## src/sv/svzt_pkg.sv

```systemverilog
// ----------------------------------------------------------------------------
// svzt_pkg
// Shared types and constants for the speeding vehicle zone tracker.
// ----------------------------------------------------------------------------
package svzt_pkg;

  localparam int TABLE_DEPTH = 32;
  localparam int IDX_W       = (TABLE_DEPTH > 1) ? $clog2(TABLE_DEPTH) : 1;

  localparam int ID_W    = 32;
  localparam int ZONE_W  = 8;
  localparam int SPEED_W = 12;
  localparam int TIME_W  = 32;
  localparam int MSG_W   = 2;
  localparam int CNT_W   = 6;
  localparam int CFG_W   = 16;
  localparam int CFG_IDX_W = 2;

  // register indexes on the configuration port
  localparam logic [CFG_IDX_W-1:0] REG_SPEED_LIMIT = 2'd0;
  localparam logic [CFG_IDX_W-1:0] REG_SNAP        = 2'd1;
  localparam logic [CFG_IDX_W-1:0] REG_TIMEOUT     = 2'd2;
  localparam logic [CFG_IDX_W-1:0] REG_MAP_LOADED  = 2'd3;

  localparam logic [15:0] TIMEOUT_RESET = 16'd1000;

  // sign messages
  localparam logic [MSG_W-1:0] MSG_BLANK = 2'd0;
  localparam logic [MSG_W-1:0] MSG_CURVE = 2'd3;

  // zones that raise the curve warning
  localparam logic [ZONE_W-1:0] WARN_ZONE_LO = 8'd1;
  localparam logic [ZONE_W-1:0] WARN_ZONE_HI = 8'd3;

  typedef struct packed {
    logic [ID_W-1:0]    vehicle;
    logic [ZONE_W-1:0]  zone;
    logic [SPEED_W-1:0] speed;
    logic [TIME_W-1:0]  stamp;
  } entry_t;

  localparam int ENTRY_W = $bits(entry_t);

  typedef enum logic [2:0] {
    ST_IDLE,
    ST_SCAN,
    ST_SCAN_TAIL,
    ST_UPDATE,
    ST_SWEEP,
    ST_SWEEP_TAIL,
    ST_DONE
  } state_t;

  typedef struct packed {
    logic load;    // capture the item, clear accumulators
    logic issue;   // read table at the address counter, advance
    logic sweep;   // returned data feeds aging/scoring instead of lookup
    logic update;  // insert, overwrite or erase the looked-up entry
    logic finish;  // build the result and load the output register
  } cmd_t;

  typedef struct packed {
    logic map_loaded;
    logic last_addr;
    logic out_free;
  } status_t;

endpackage

```

## src/sv/speeding_vehicle_zone_tracker.sv

```systemverilog
// ----------------------------------------------------------------------------
// speeding_vehicle_zone_tracker
// Tracks vehicles by id, ages out silent ones and picks the curve warning
// message from the lowest zone that holds a speeding vehicle.
// ----------------------------------------------------------------------------
//  Port group     Handshake              Payload
//  in             in_valid / in_ready    vehicle_id, zone_number,
//                                        speed_tenths_mph, time_ms
//  out            out_valid / out_ready  sign_message, message_changed,
//                                        top_zone, table_full, vehicle_count
//  cfg            cfg_wr_en              cfg_index, cfg_data
//
//  Each item runs a lookup pass and an aging/scoring pass, each one table read
//  per cycle through the single read port of the table RAM, plus load,
//  update and finish cycles.
//  Items arriving with map_loaded clear are taken and dropped, no result.
//  Reset (rst, synchronous) clears all valid bits and the sent-message history
//  and returns the configuration registers to their reset values (timeout
//  1000 ms, others 0); the table data itself is not cleared.
//  A stalled result stays in the output register while the next item runs;
//  that item then waits in its last cycle until the register is free.
// ----------------------------------------------------------------------------
module speeding_vehicle_zone_tracker import svzt_pkg::*; (
  input  logic                   clk,
  input  logic                   rst,
  input  logic                   cfg_wr_en,
  input  logic [CFG_IDX_W-1:0]   cfg_index,
  input  logic [CFG_W-1:0]       cfg_data,
  input  logic                   in_valid,
  output logic                   in_ready,
  input  logic signed [ID_W-1:0] vehicle_id,
  input  logic [ZONE_W-1:0]      zone_number,
  input  logic [SPEED_W-1:0]     speed_tenths_mph,
  input  logic [TIME_W-1:0]      time_ms,
  output logic                   out_valid,
  input  logic                   out_ready,
  output logic [MSG_W-1:0]       sign_message,
  output logic                   message_changed,
  output logic [ZONE_W-1:0]      top_zone,
  output logic                   table_full,
  output logic [CNT_W-1:0]       vehicle_count
);

  cmd_t    cmd;
  status_t status;

  svzt_ctrl u_ctrl (
    .clk      (clk),
    .rst      (rst),
    .in_valid (in_valid),
    .in_ready (in_ready),
    .status   (status),
    .cmd      (cmd)
  );

  svzt_dp u_dp (
    .clk              (clk),
    .rst              (rst),
    .cfg_wr_en        (cfg_wr_en),
    .cfg_index        (cfg_index),
    .cfg_data         (cfg_data),
    .vehicle_id       (vehicle_id),
    .zone_number      (zone_number),
    .speed_tenths_mph (speed_tenths_mph),
    .time_ms          (time_ms),
    .cmd              (cmd),
    .status           (status),
    .out_valid        (out_valid),
    .out_ready        (out_ready),
    .sign_message     (sign_message),
    .message_changed  (message_changed),
    .top_zone         (top_zone),
    .table_full       (table_full),
    .vehicle_count    (vehicle_count)
  );

endmodule

```

## src/sv/svzt_ram.sv

```systemverilog
// ----------------------------------------------------------------------------
// svzt_ram
// Generic single write port RAM with one registered read port.
// ----------------------------------------------------------------------------
module svzt_ram #(
  parameter int WIDTH = 8,
  parameter int DEPTH = 32
) (
  input  logic                                    clk,
  input  logic                                    we,
  input  logic [((DEPTH > 1) ? $clog2(DEPTH) : 1)-1:0] waddr,
  input  logic [WIDTH-1:0]                        wdata,
  input  logic [((DEPTH > 1) ? $clog2(DEPTH) : 1)-1:0] raddr,
  output logic [WIDTH-1:0]                        rdata
);

  logic [WIDTH-1:0] mem [DEPTH];

  always_ff @(posedge clk) begin
    if (we) begin
      mem[waddr] <= wdata;
    end
    rdata <= mem[raddr];
  end

endmodule

```

## src/sv/svzt_dp.sv

```systemverilog
// ----------------------------------------------------------------------------
// svzt_dp
// Datapath: configuration registers, vehicle table, valid bits, lookup,
// aging and scoring accumulators, and the result register.
// ----------------------------------------------------------------------------
module svzt_dp import svzt_pkg::*; (
  input  logic                     clk,
  input  logic                     rst,
  input  logic                     cfg_wr_en,
  input  logic [CFG_IDX_W-1:0]     cfg_index,
  input  logic [CFG_W-1:0]         cfg_data,
  input  logic signed [ID_W-1:0]   vehicle_id,
  input  logic [ZONE_W-1:0]        zone_number,
  input  logic [SPEED_W-1:0]       speed_tenths_mph,
  input  logic [TIME_W-1:0]        time_ms,
  input  cmd_t                     cmd,
  output status_t                  status,
  output logic                     out_valid,
  input  logic                     out_ready,
  output logic [MSG_W-1:0]         sign_message,
  output logic                     message_changed,
  output logic [ZONE_W-1:0]        top_zone,
  output logic                     table_full,
  output logic [CNT_W-1:0]         vehicle_count
);

  // configuration
  logic [7:0]  speed_limit;
  logic [15:0] snap_interval;
  logic [15:0] timeout;
  logic        map_loaded;

  // captured item
  logic [ID_W-1:0]    id_q;
  logic [ZONE_W-1:0]  zone_q;
  logic [SPEED_W-1:0] speed_q;
  logic [TIME_W-1:0]  now_q;

  // table control
  logic [TABLE_DEPTH-1:0] valid;
  logic [TABLE_DEPTH-1:0] valid_next;
  logic [IDX_W-1:0]       addr;
  logic                   rd_vld;
  logic [IDX_W-1:0]       rd_idx;
  logic [ENTRY_W-1:0]     rd_data;
  entry_t                 rd_entry;
  entry_t                 wr_entry;
  logic                   we;
  logic [IDX_W-1:0]       waddr;

  // accumulators
  logic               hit_found;
  logic [IDX_W-1:0]   hit_idx;
  logic [TIME_W-1:0]  hit_stamp;
  logic               free_found;
  logic [IDX_W-1:0]   free_idx;
  logic               full;
  logic [ZONE_W-1:0]  top;
  logic [CNT_W-1:0]   count;

  logic               sent_any;
  logic [MSG_W-1:0]   last_msg;

  logic               rd_v;
  logic [TIME_W-1:0]  sweep_age;
  logic               stale;
  logic [TIME_W-1:0]  hit_age;
  logic               erase;
  logic               insert;
  logic [SPEED_W-1:0] limit_tenths;
  logic               speeding;
  logic [MSG_W-1:0]   msg;
  logic               scan_eval;
  logic               sweep_eval;

  svzt_ram #(.WIDTH(ENTRY_W), .DEPTH(TABLE_DEPTH)) u_table (
    .clk   (clk),
    .we    (we),
    .waddr (waddr),
    .wdata (wr_entry),
    .raddr (addr),
    .rdata (rd_data)
  );

  assign rd_entry     = entry_t'(rd_data);
  assign rd_v         = valid[rd_idx];
  assign scan_eval    = rd_vld && !cmd.sweep;
  assign sweep_eval   = rd_vld && cmd.sweep;
  assign sweep_age    = now_q - rd_entry.stamp;
  assign stale        = sweep_age > {16'd0, timeout};
  assign hit_age      = now_q - hit_stamp;
  assign erase        = (zone_q == '0) && (hit_age < {16'd0, snap_interval});
  assign insert       = !hit_found && (zone_q != '0) && free_found;
  assign limit_tenths = (SPEED_W'(speed_limit) << 3) + (SPEED_W'(speed_limit) << 1);
  assign speeding     = (rd_entry.zone != '0) && (rd_entry.speed > limit_tenths);

  assign we       = cmd.update && (insert || (hit_found && !erase));
  assign waddr    = hit_found ? hit_idx : free_idx;
  assign wr_entry = '{vehicle: id_q, zone: zone_q, speed: speed_q, stamp: now_q};

  assign msg = ((top >= WARN_ZONE_LO) && (top <= WARN_ZONE_HI)) ? MSG_CURVE : MSG_BLANK;

  assign status.map_loaded = map_loaded;
  assign status.last_addr  = (addr == IDX_W'(TABLE_DEPTH - 1));
  assign status.out_free   = !out_valid || out_ready;

  always_comb begin
    valid_next = valid;
    if (cmd.update) begin
      if (hit_found && erase) begin
        valid_next[hit_idx] = 1'b0;
      end else if (insert) begin
        valid_next[free_idx] = 1'b1;
      end
    end
    if (sweep_eval && rd_v && stale) begin
      valid_next[rd_idx] = 1'b0;
    end
  end

  // control state
  always_ff @(posedge clk) begin
    if (rst) begin
      speed_limit   <= '0;
      snap_interval <= '0;
      timeout       <= TIMEOUT_RESET;
      map_loaded    <= 1'b0;
      valid         <= '0;
      rd_vld        <= 1'b0;
      out_valid     <= 1'b0;
      sent_any      <= 1'b0;
      last_msg      <= MSG_BLANK;
    end else begin
      if (cfg_wr_en) begin
        unique case (cfg_index)
          REG_SPEED_LIMIT: speed_limit   <= cfg_data[7:0];
          REG_SNAP:        snap_interval <= cfg_data;
          REG_TIMEOUT:     timeout       <= cfg_data;
          REG_MAP_LOADED:  map_loaded    <= cfg_data[0];
        endcase
      end
      valid  <= valid_next;
      rd_vld <= cmd.issue;
      if (cmd.finish) begin
        out_valid <= 1'b1;
        sent_any  <= 1'b1;
        last_msg  <= msg;
      end else if (out_ready) begin
        out_valid <= 1'b0;
      end
    end
  end

  // payload and per-item accumulators
  always_ff @(posedge clk) begin
    rd_idx <= addr;
    if (cmd.load) begin
      id_q       <= $unsigned(vehicle_id);
      zone_q     <= zone_number;
      speed_q    <= speed_tenths_mph;
      now_q      <= time_ms;
      addr       <= '0;
      hit_found  <= 1'b0;
      free_found <= 1'b0;
      full       <= 1'b0;
      top        <= '0;
      count      <= '0;
    end else if (cmd.update) begin
      addr <= '0;
      if (!hit_found && (zone_q != '0) && !free_found) begin
        full <= 1'b1;
      end
    end else if (cmd.issue) begin
      addr <= addr + 1'b1;
    end

    // lookup: first matching valid entry, first free slot
    if (scan_eval) begin
      if (rd_v && !hit_found && (rd_entry.vehicle == id_q)) begin
        hit_found <= 1'b1;
        hit_idx   <= rd_idx;
        hit_stamp <= rd_entry.stamp;
      end
      if (!rd_v && !free_found) begin
        free_found <= 1'b1;
        free_idx   <= rd_idx;
      end
    end

    // aging and scoring; a speeding entry has a nonzero zone, so top of 0 means none yet
    if (sweep_eval && rd_v && !stale) begin
      count <= count + 1'b1;
      if (speeding && ((top == '0) || (rd_entry.zone < top))) begin
        top <= rd_entry.zone;
      end
    end

    if (cmd.finish) begin
      sign_message    <= msg;
      message_changed <= !sent_any || (msg != last_msg);
      top_zone        <= top;
      table_full      <= full;
      vehicle_count   <= count;
    end
  end

  a_count_matches_valid: assert property (@(posedge clk) disable iff (rst)
    cmd.finish |-> (count == CNT_W'($countones(valid))))
    else $error("entry count disagrees with valid bits");

  a_msg_from_zone: assert property (@(posedge clk) disable iff (rst)
    out_valid |-> ((sign_message == MSG_CURVE) ==
                   ((top_zone >= WARN_ZONE_LO) && (top_zone <= WARN_ZONE_HI))))
    else $error("sign message inconsistent with top zone");

  a_update_drained: assert property (@(posedge clk) disable iff (rst)
    cmd.update |-> (!rd_vld && !cmd.issue))
    else $error("table update overlaps a read");

  a_finish_free: assert property (@(posedge clk) disable iff (rst)
    cmd.finish |-> (!out_valid || out_ready))
    else $error("result overwritten before it was taken");

endmodule

```

## src/sv/svzt_ctrl.sv

```systemverilog
// ----------------------------------------------------------------------------
// svzt_ctrl
// Controller: sequences lookup pass, table update, aging/scoring pass and
// result hand-off.
// ----------------------------------------------------------------------------
module svzt_ctrl import svzt_pkg::*; (
  input  logic    clk,
  input  logic    rst,
  input  logic    in_valid,
  output logic    in_ready,
  input  status_t status,
  output cmd_t    cmd
);

  state_t state;
  state_t state_next;

  always_ff @(posedge clk) begin
    if (rst) begin
      state <= ST_IDLE;
    end else begin
      state <= state_next;
    end
  end

  always_comb begin
    state_next = state;
    cmd        = '0;
    in_ready   = 1'b0;
    unique case (state)
      ST_IDLE: begin
        in_ready = 1'b1;
        // drop the item without a result while no map is loaded
        if (in_valid && status.map_loaded) begin
          cmd.load   = 1'b1;
          state_next = ST_SCAN;
        end
      end
      ST_SCAN: begin
        cmd.issue = 1'b1;
        if (status.last_addr) begin
          state_next = ST_SCAN_TAIL;
        end
      end
      ST_SCAN_TAIL: begin
        state_next = ST_UPDATE;
      end
      ST_UPDATE: begin
        cmd.update = 1'b1;
        state_next = ST_SWEEP;
      end
      ST_SWEEP: begin
        cmd.issue = 1'b1;
        cmd.sweep = 1'b1;
        if (status.last_addr) begin
          state_next = ST_SWEEP_TAIL;
        end
      end
      ST_SWEEP_TAIL: begin
        cmd.sweep  = 1'b1;
        state_next = ST_DONE;
      end
      ST_DONE: begin
        // hold until the output register is free
        if (status.out_free) begin
          cmd.finish = 1'b1;
          state_next = ST_IDLE;
        end
      end
      default: begin
        state_next = ST_IDLE;
      end
    endcase
  end

  a_load_only_loaded: assert property (@(posedge clk) disable iff (rst)
    cmd.load |-> (in_valid && status.map_loaded))
    else $error("item loaded without a loaded map");

  a_update_after_scan: assert property (@(posedge clk) disable iff (rst)
    cmd.update |-> ($past(state) == ST_SCAN_TAIL))
    else $error("update without a completed lookup pass");

  a_finish_after_sweep: assert property (@(posedge clk) disable iff (rst)
    cmd.finish |-> !$past(cmd.issue))
    else $error("result built while aging pass still running");

endmodule

```

## config.mk

```make
export PLATFORM = sky130hd
export DESIGN_NAME = speeding_vehicle_zone_tracker
export DESIGN_NICKNAME = d
export VERILOG_FILES = /design/src/sv/svzt_pkg.sv /design/src/sv/speeding_vehicle_zone_tracker.sv /design/src/sv/svzt_ram.sv /design/src/sv/svzt_dp.sv /design/src/sv/svzt_ctrl.sv
export SDC_FILE = /design/constraint.sdc
export NUM_CORES = 2
export LEC_CHECK = 0
export BUFFER_PORTS_ARGS = -buffer_cell sky130_fd_sc_hd__buf_2
export CORE_MARGIN = 2
export CORE_UTILIZATION = 55
export CTS_CLUSTER_SIZE = 30
export DETAILED_ROUTE_END_ITERATION = 8
export HOLD_SLACK_MARGIN = 0.05
export PLACE_DENSITY = 0.81
export RECOVER_POWER = 25
export SLEW_MARGIN = 30
export SYNTH_ARGS = -nofsm -noshare
export SYNTH_HDL_FRONTEND = slang
export SYNTH_SLANG_ARGS = --single-unit
```

## constraint.sdc

```tcl
create_clock -name clk -period 9.7 [get_ports clk]
set_input_delay 1.94 -clock clk [delete_from_list [all_inputs] [get_ports clk]]
set_output_delay 1.94 -clock clk [all_outputs]
set_load 0.005 [all_outputs]
```

-- Word level (Yosys, flattened, before mapping)
Memories as Yosys holds them, arrays and structs flattened. A register that Yosys moved wholly into a read port is not among the register bits.
Index checks and enable logic that the tools add are counted.
- input bits: 107
- memory bits (writable): 2688
- logic and storage cells: 163
- bits in registers: 252
- memories kept: 1
- output and inout port bits: 20
- bitwise logic cells: 5
- add/sub/neg operators: 5
- $lt $le $gt $ge: 12
- equality and inequality tests: 16
- reductions and logical operators: 53
- multiplexer cells: 42
- memories (memory ; words ; width ; rd ports ; clocked after memory_dff ; write ports ; line ; source):
    u_dp.u_table.mem ; 32 ; 84 ; 1 ; 1 ; 1 ; svzt_ram.sv:17 ; logic [WIDTH-1:0] mem [DEPTH];
- operators with widths (operator ; count):
    $mux W32 ; 4
    $and A32 B32 Y32 ; 2
    $not A32 Y32 ; 2
    $sub A32 B32 Y32 ; 2
    $eq A32 B32 Y1 ; 1
    $gt A32 B16 Y1 ; 1
    $lt A32 B16 Y1 ; 1
    $or A32 B32 Y32 ; 1
    $mux W8 ; 3
    $logic_and A1 B1 Y1 ; 22
    $mux W1 ; 22
    $pmux W3 S7 ; 1
    $lt A5 B6 Y1 const B ; 3
    $logic_not A8 Y1 ; 2
    $reduce_bool A8 Y1 ; 2
    $demux W1 S5 ; 3
    $ge A5 B1 Y1 const B ; 3
    $reduce_and A2 Y1 ; 7
    $add A11 B9 Y12 ; 1
    $gt A12 B12 Y1 ; 1
    $mux W3 ; 4
    $mux W6 ; 2
    $eq A3 B3 Y1 const B ; 3
    $ge A8 B1 Y1 const B ; 1
    22 further kinds ; 39

-- Depth between registers and ports, before layout
- word-level depth: 10
- gate-level depth with buffers: 23
- depth with buffers taken out: 22

-- Hierarchy
From an unflattened synthesis, not the netlist that was laid out.
- cells, all modules: 6533
- area total of the unflattened synthesis: 119392.0 um2
- by module, submodules not included (module ; area each (um2) ; cells an instance ; sequential area each (um2) ; times used):
    svzt_ram ; 103904.7 ; 4913 ; 82399.0 ; 1
    svzt_dp ; 15218.3 ; 1590 ; 6436.2 ; 1
    svzt_ctrl ; 269.0 ; 30 ; 60.1 ; 1

-- Worst setup path before layout
Ideal clock, no wire load.
- path type: reg-to-reg
- from: register u_dp.now_q[3]
- to: memory u_dp.u_table.mem[3][0] (netlist name) (enable)
- slack: 1774 ps
- required time: 9173 ps
- data arrival time: 7399 ps
- stages on the path, launching flop included: 22
- buffers on the path: 0
- clock period less this slack: 7926 ps
- setup time: 527 ps
- cells stage by stage: edfxtp_1 -> ha_1 -> and2_1 -> a221o_1 -> o21a_1 -> o21ai_0 -> nand2_1 -> and2_1 -> o21ai_0 -> nand2b_1 -> xor2_1 -> ha_1 -> nand4_1 -> nor2_1 -> nand3_1 -> o221ai_1 -> nor3_1 -> nand3_1 -> nor4_1 -> nand4_1 -> a21oi_1 -> nor2_1
- cells in the longest elaborated chain, start to end: 9
- ends and longest elaborated chain (element ; line ; source):
    from (decl) ; svzt_dp.sv:37 ; logic [TIME_W-1:0] now_q;
    from (signal assigned) ; svzt_dp.sv:161 ; now_q <= time_ms;
    $sub A32 B32 Y32 ; svzt_dp.sv:91 ; assign hit_age = now_q - hit_stamp;
    $lt A32 B16 Y1 ; svzt_dp.sv:92 ; assign erase = (zone_q == '0) && (hit_age < {16'd0, snap_interval});
    $logic_and A1 B1 Y1 ; svzt_dp.sv:92 ;
    $logic_not A1 Y1 ; svzt_dp.sv:97 ; assign we = cmd.update && (insert || (hit_found && !erase));
    $logic_and A1 B1 Y1 ; svzt_dp.sv:97 ;
    $logic_or A1 B1 Y1 ; svzt_dp.sv:97 ;
    $logic_and A1 B1 Y1 ; svzt_dp.sv:97 ;
    $mux W1 ; svzt_ram.sv:20 ; if (we) begin
    $mux W1 (not written as such) ; svzt_ram.sv:21 ; mem[waddr] <= wdata;
    to (decl) ; svzt_ram.sv:17 ;
No other way between the ends.

-- Final worst setup path
- from: register u_dp.now_q[8]
- to: memory u_dp.u_table.mem[21][10] (netlist name) (enable)
Same word-level chain as after synthesis.

==> results.json <==
{
  "place.gp.congestion": 0.898,
  "core_um2": 214000,
  "grt_pass1_vias": 63245,
  "antenna_violating_nets_post_route": 0,
  "final-setup-viol-count": 0,
  "grt.overflow.total": 0,
  "synth-edff-count": 2837,
  "timing_hold_violations_final": 0,
  "floorplan.io_pins": 127,
  "p_clk_share_pct": 32.6,
  "floorplan.initialDensity_pct": 55.3,
  "wire_length_of_the_first_global_routing_pass_um": 479000,
  "worst_path_max_delay_cell": "clkbuf_1",
  "fin_ws_ns": 1.10,
  "path_cells": "clkbuf_1, ha_1, and4_1, and3_1, o21a_1, o21ai_0, nand2_1, and2_1, o21ai_0, nand2b_1, xor2_1, ha_1, nand4_1, nor2_1, a221o_1, nor3_1, nand3_1, nor4_1, nand4_1, a21oi_4, nor2_4, buf_4, buf_4",
  "die_y_um": 468,
  "grt_use_total_pct": 31.1,
  "critPathKind": "flip-flop to flip-flop",
  "synth-xor-area-share_pct": 0.598,
  "cts-resized-gates": 0,
  "detail_route.first_pass.iterations": 8,
  "crit_arrival_ns": 9.11,
  "placementRows": 170,
  "internal_power_w": 0.0250,
  "finalClockSkew_ns": 0.113,
  "syn-cell-area_um2": 119000,
  "cts.sinks": 3022,
  "worst_pin_slew_ns": 2.19,
  "postSynth.asyncResetShare_pct": 0,
  "net_count_after_synthesis": 5824,
  "worst_skew_pair.late_latency_ns": 0.98,
  "max-vdd-ir-drop_uv": 273,
  "setup.worst_path.start_class": "flip-flop",
  "p_seq_share_pct": 41.8,
  "grt_start_max_net_pins": 163,
  "ctsHtreeMaxLevel": 5,
  "detailed_placement_wirelength_estimate_um": 174000,
  "layout-area-overhead-vs-synth_pct": 12.5,
  "maxSlewHeadroom_pct": -46.3,
  "cts.clk_slew.worst_paths_ns": 0.07,
  "drv_cap": 51,
  "max_slew_violation_count": 1719,
  "synth_top_family_by_area": "multiplexers",
  "worstSetupEndpointType": "flip-flop",
  "post-place-ws_ns": 1.62,
  "ctsHoldBuffers": 0,
  "die_width_um": 468,
  "synth-compound-area-share_pct": 2.44,
  "layout.cells.most_common_list": "edfxtp_1 (2837), mux4_2 (849), clkbuf_16 (316)",
  "yosysTopAreaCell": "edfxtp_1",
  "comb_power_share_pct": 25.5,
  "layout-drive-gt1-share_pct": 27.1,
  "yosys_warnings": 0,
  "final_net_count": 6195,
  "total_cts_buffers": 309,
  "fmaxAchievable_mhz": 116,
  "grt_antenna_before_repair": 39,
  "run_status": "finished with violations",
  "cts_max_path_buffers": 4,
  "power.switching_fraction_pct": 29.1,
  "average_wire_per_standard_cell_um": 38.6,
  "tritoncts": "built",
  "power.net_switching_w": 0.0103,
  "crit_fanout": 48,
  "synth_adder_area_share_pct": 1.32,
  "num_vias": 64220,
  "layout_commonest_cell": "edfxtp_1",
  "violations": "capacitance limit, slew limit",
  "required_ns": 10.21,
  "synth_top_cell_area_share_pct": 71.8,
  "simple_gate_share_of_the_synthesized_area_pct": 2.34,
  "fin_setup_tns_ns": 0,
  "crit_path_max_incr_delay_ns": 1.22,
  "worst_path_dominant_cell_family": "simple AND/OR/NAND/NOR gates",
  "worst-path-buf-inv": 3,
  "placedInstanceArea_um2": 124000,
  "syn-mean-instance-area_um2": 21.2,
  "leakagePower_nw": 42.2,
  "min_period_ns": 8.60,
  "synth.lib_cells_used.distinct": 81,
  "synthesis.instances": 5594,
  "min_period_over_period_pct": 88.7,
  "hp-class": "flip-flop to flip-flop",
  "clockRootBuffer": "clkbuf_16",
  "unrepaired_setup_endpoints_after_global_routing": "no",
  "ffs_latches_synth": 3022,
  "hold-worst-slack_ns": 0.432,
  "placement.io_buffers": 126,
  "routed_via_density": 7.11,
  "floorplan.die_area_um2": 219000,
  "detail_route.wirelength_um": 348000,
  "muxShareOfSynthArea_pct": 17.1,
  "synth_sequential_area_ratio_pct": 75.0,
  "post_synth_main_area_contributors": "edfxtp_1 (72%), mux4_2 (16%), dfxtp_1 (3.1%)",
  "finalInstanceArea_um2": 133000,
  "p_per_area_nw_per_um2": 264,
  "ys_dominant_reg_cell": "edfxtp_1",
  "cts_setup_buffers": 0,
  "drc": 0,
  "first_iter_violations": 11296
}
[worst reg2reg max path, delay by kind of cell (launching register included)]
kind	cells	cell delay (ns)
fa+ha+maj	2	0.83
flops	1	0.32
xor+xnor	1	0.16
buf+inv	3	2.08
simple gates	12	2.82
compound gates	5	1.81
[area by class of cell]
class                   instances  area (µm²)
clock inverters               129        1030
repair buffers                309        2510
clock buffers                 402        8320
diodes                         13        32.5
well taps                    2838        3550
fillers                     13599       81000
multi-input cells            2194       28600
flip-flops and latches       3022       88900
inverters                     129         489
[through the flow]
stage	total power, W	util (%)	std cells
after floorplan	0.0209	-	5594
after global placement	0.0233	57.6	8458
after detailed placement	0.0235	57.7	8472
after CTS	0.0350	62.1	9003
after global routing	0.0360	62.2	9024
final	0.0353	62.2	9036
[state kept, by name, summed over array words and instances (netlist names), 6 cells and up]
register            flops
u_dp.u_table.mem     2688
u_dp.top                8
u_dp.speed_q           12
u_dp.vehicle_count      6
u_dp.timeout           16
u_dp.count              6
u_dp.top_zone           8
u_dp.id_q              32
u_dp.valid             32
u_dp.speed_limit        8
u_dp.now_q             32
u_dp.snap_interval     16
u_dp.hit_stamp         32
u_dp.zone_q             8
u_dp.u_table.rdata     84
[worst paths after layout]
path	startpoint	end	slack (ns)	depth (start not counted)
worst max-delay path	u_dp.now_q[8]	u_dp.u_table.mem[21][10]	1.10	23
worst min register to register	u_dp.u_table.rdata[7]	u_dp.hit_stamp[7]	0.43	0
worst min-delay path	u_dp.u_table.rdata[7]	u_dp.hit_stamp[7]	0.43	0
worst max register to register	u_dp.now_q[8]	u_dp.u_table.mem[21][10]	1.10	23
[synth_stat cells, drive strengths merged (15+ instances only)]
library cell / instances
edfxtp: 2837
mux4: 849
a21oi: 190
dfxtp: 185
clkbuf: 174
nor2: 171
nand2: 167
inv: 128
ha: 120
mux2: 92
o21ai: 87
buf: 75
xor2: 44
xnor2: 37
nand3: 36
nor3: 30
o21a: 30
nand4: 27
a21o: 25
nand2b: 20
nor2b: 18
nor4: 18
mux2i: 17
and3: 15
o211ai: 15
[power by group through the flow]
stage | clock network, W | registers [W] | logic [W]
floorplan | 0 | 0.0147 | 0.00615
global placement | 0 | 0.0150 | 0.00833
detailed placement | 0 | 0.0150 | 0.00847
CTS | 0.0115 | 0.0147 | 0.00880
global route | 0.0119 | 0.0148 | 0.00933
finish | 0.0115 | 0.0148 | 0.00901
[logic make-up after synthesis]
group           after synthesis
compound gates              461
xor+xnor                     81
buf+inv                     378
flops                      3022
mux                         958
fa+ha+maj                   123
simple gates                571
[per-layer routing]
layer  wire [µm]  up-vias  part of all wire, %  GRT usage, %
met1      115000    32799                   33          40.6
met2      172000     6243                   49          50.8
met3       43600     1137                   13          7.17
met4       18400       22                  5.3          12.9
li1            -    24019                    -             -
met5         155        -                0.044             0
Note: power is estimated with default switching activity, not from simulation.
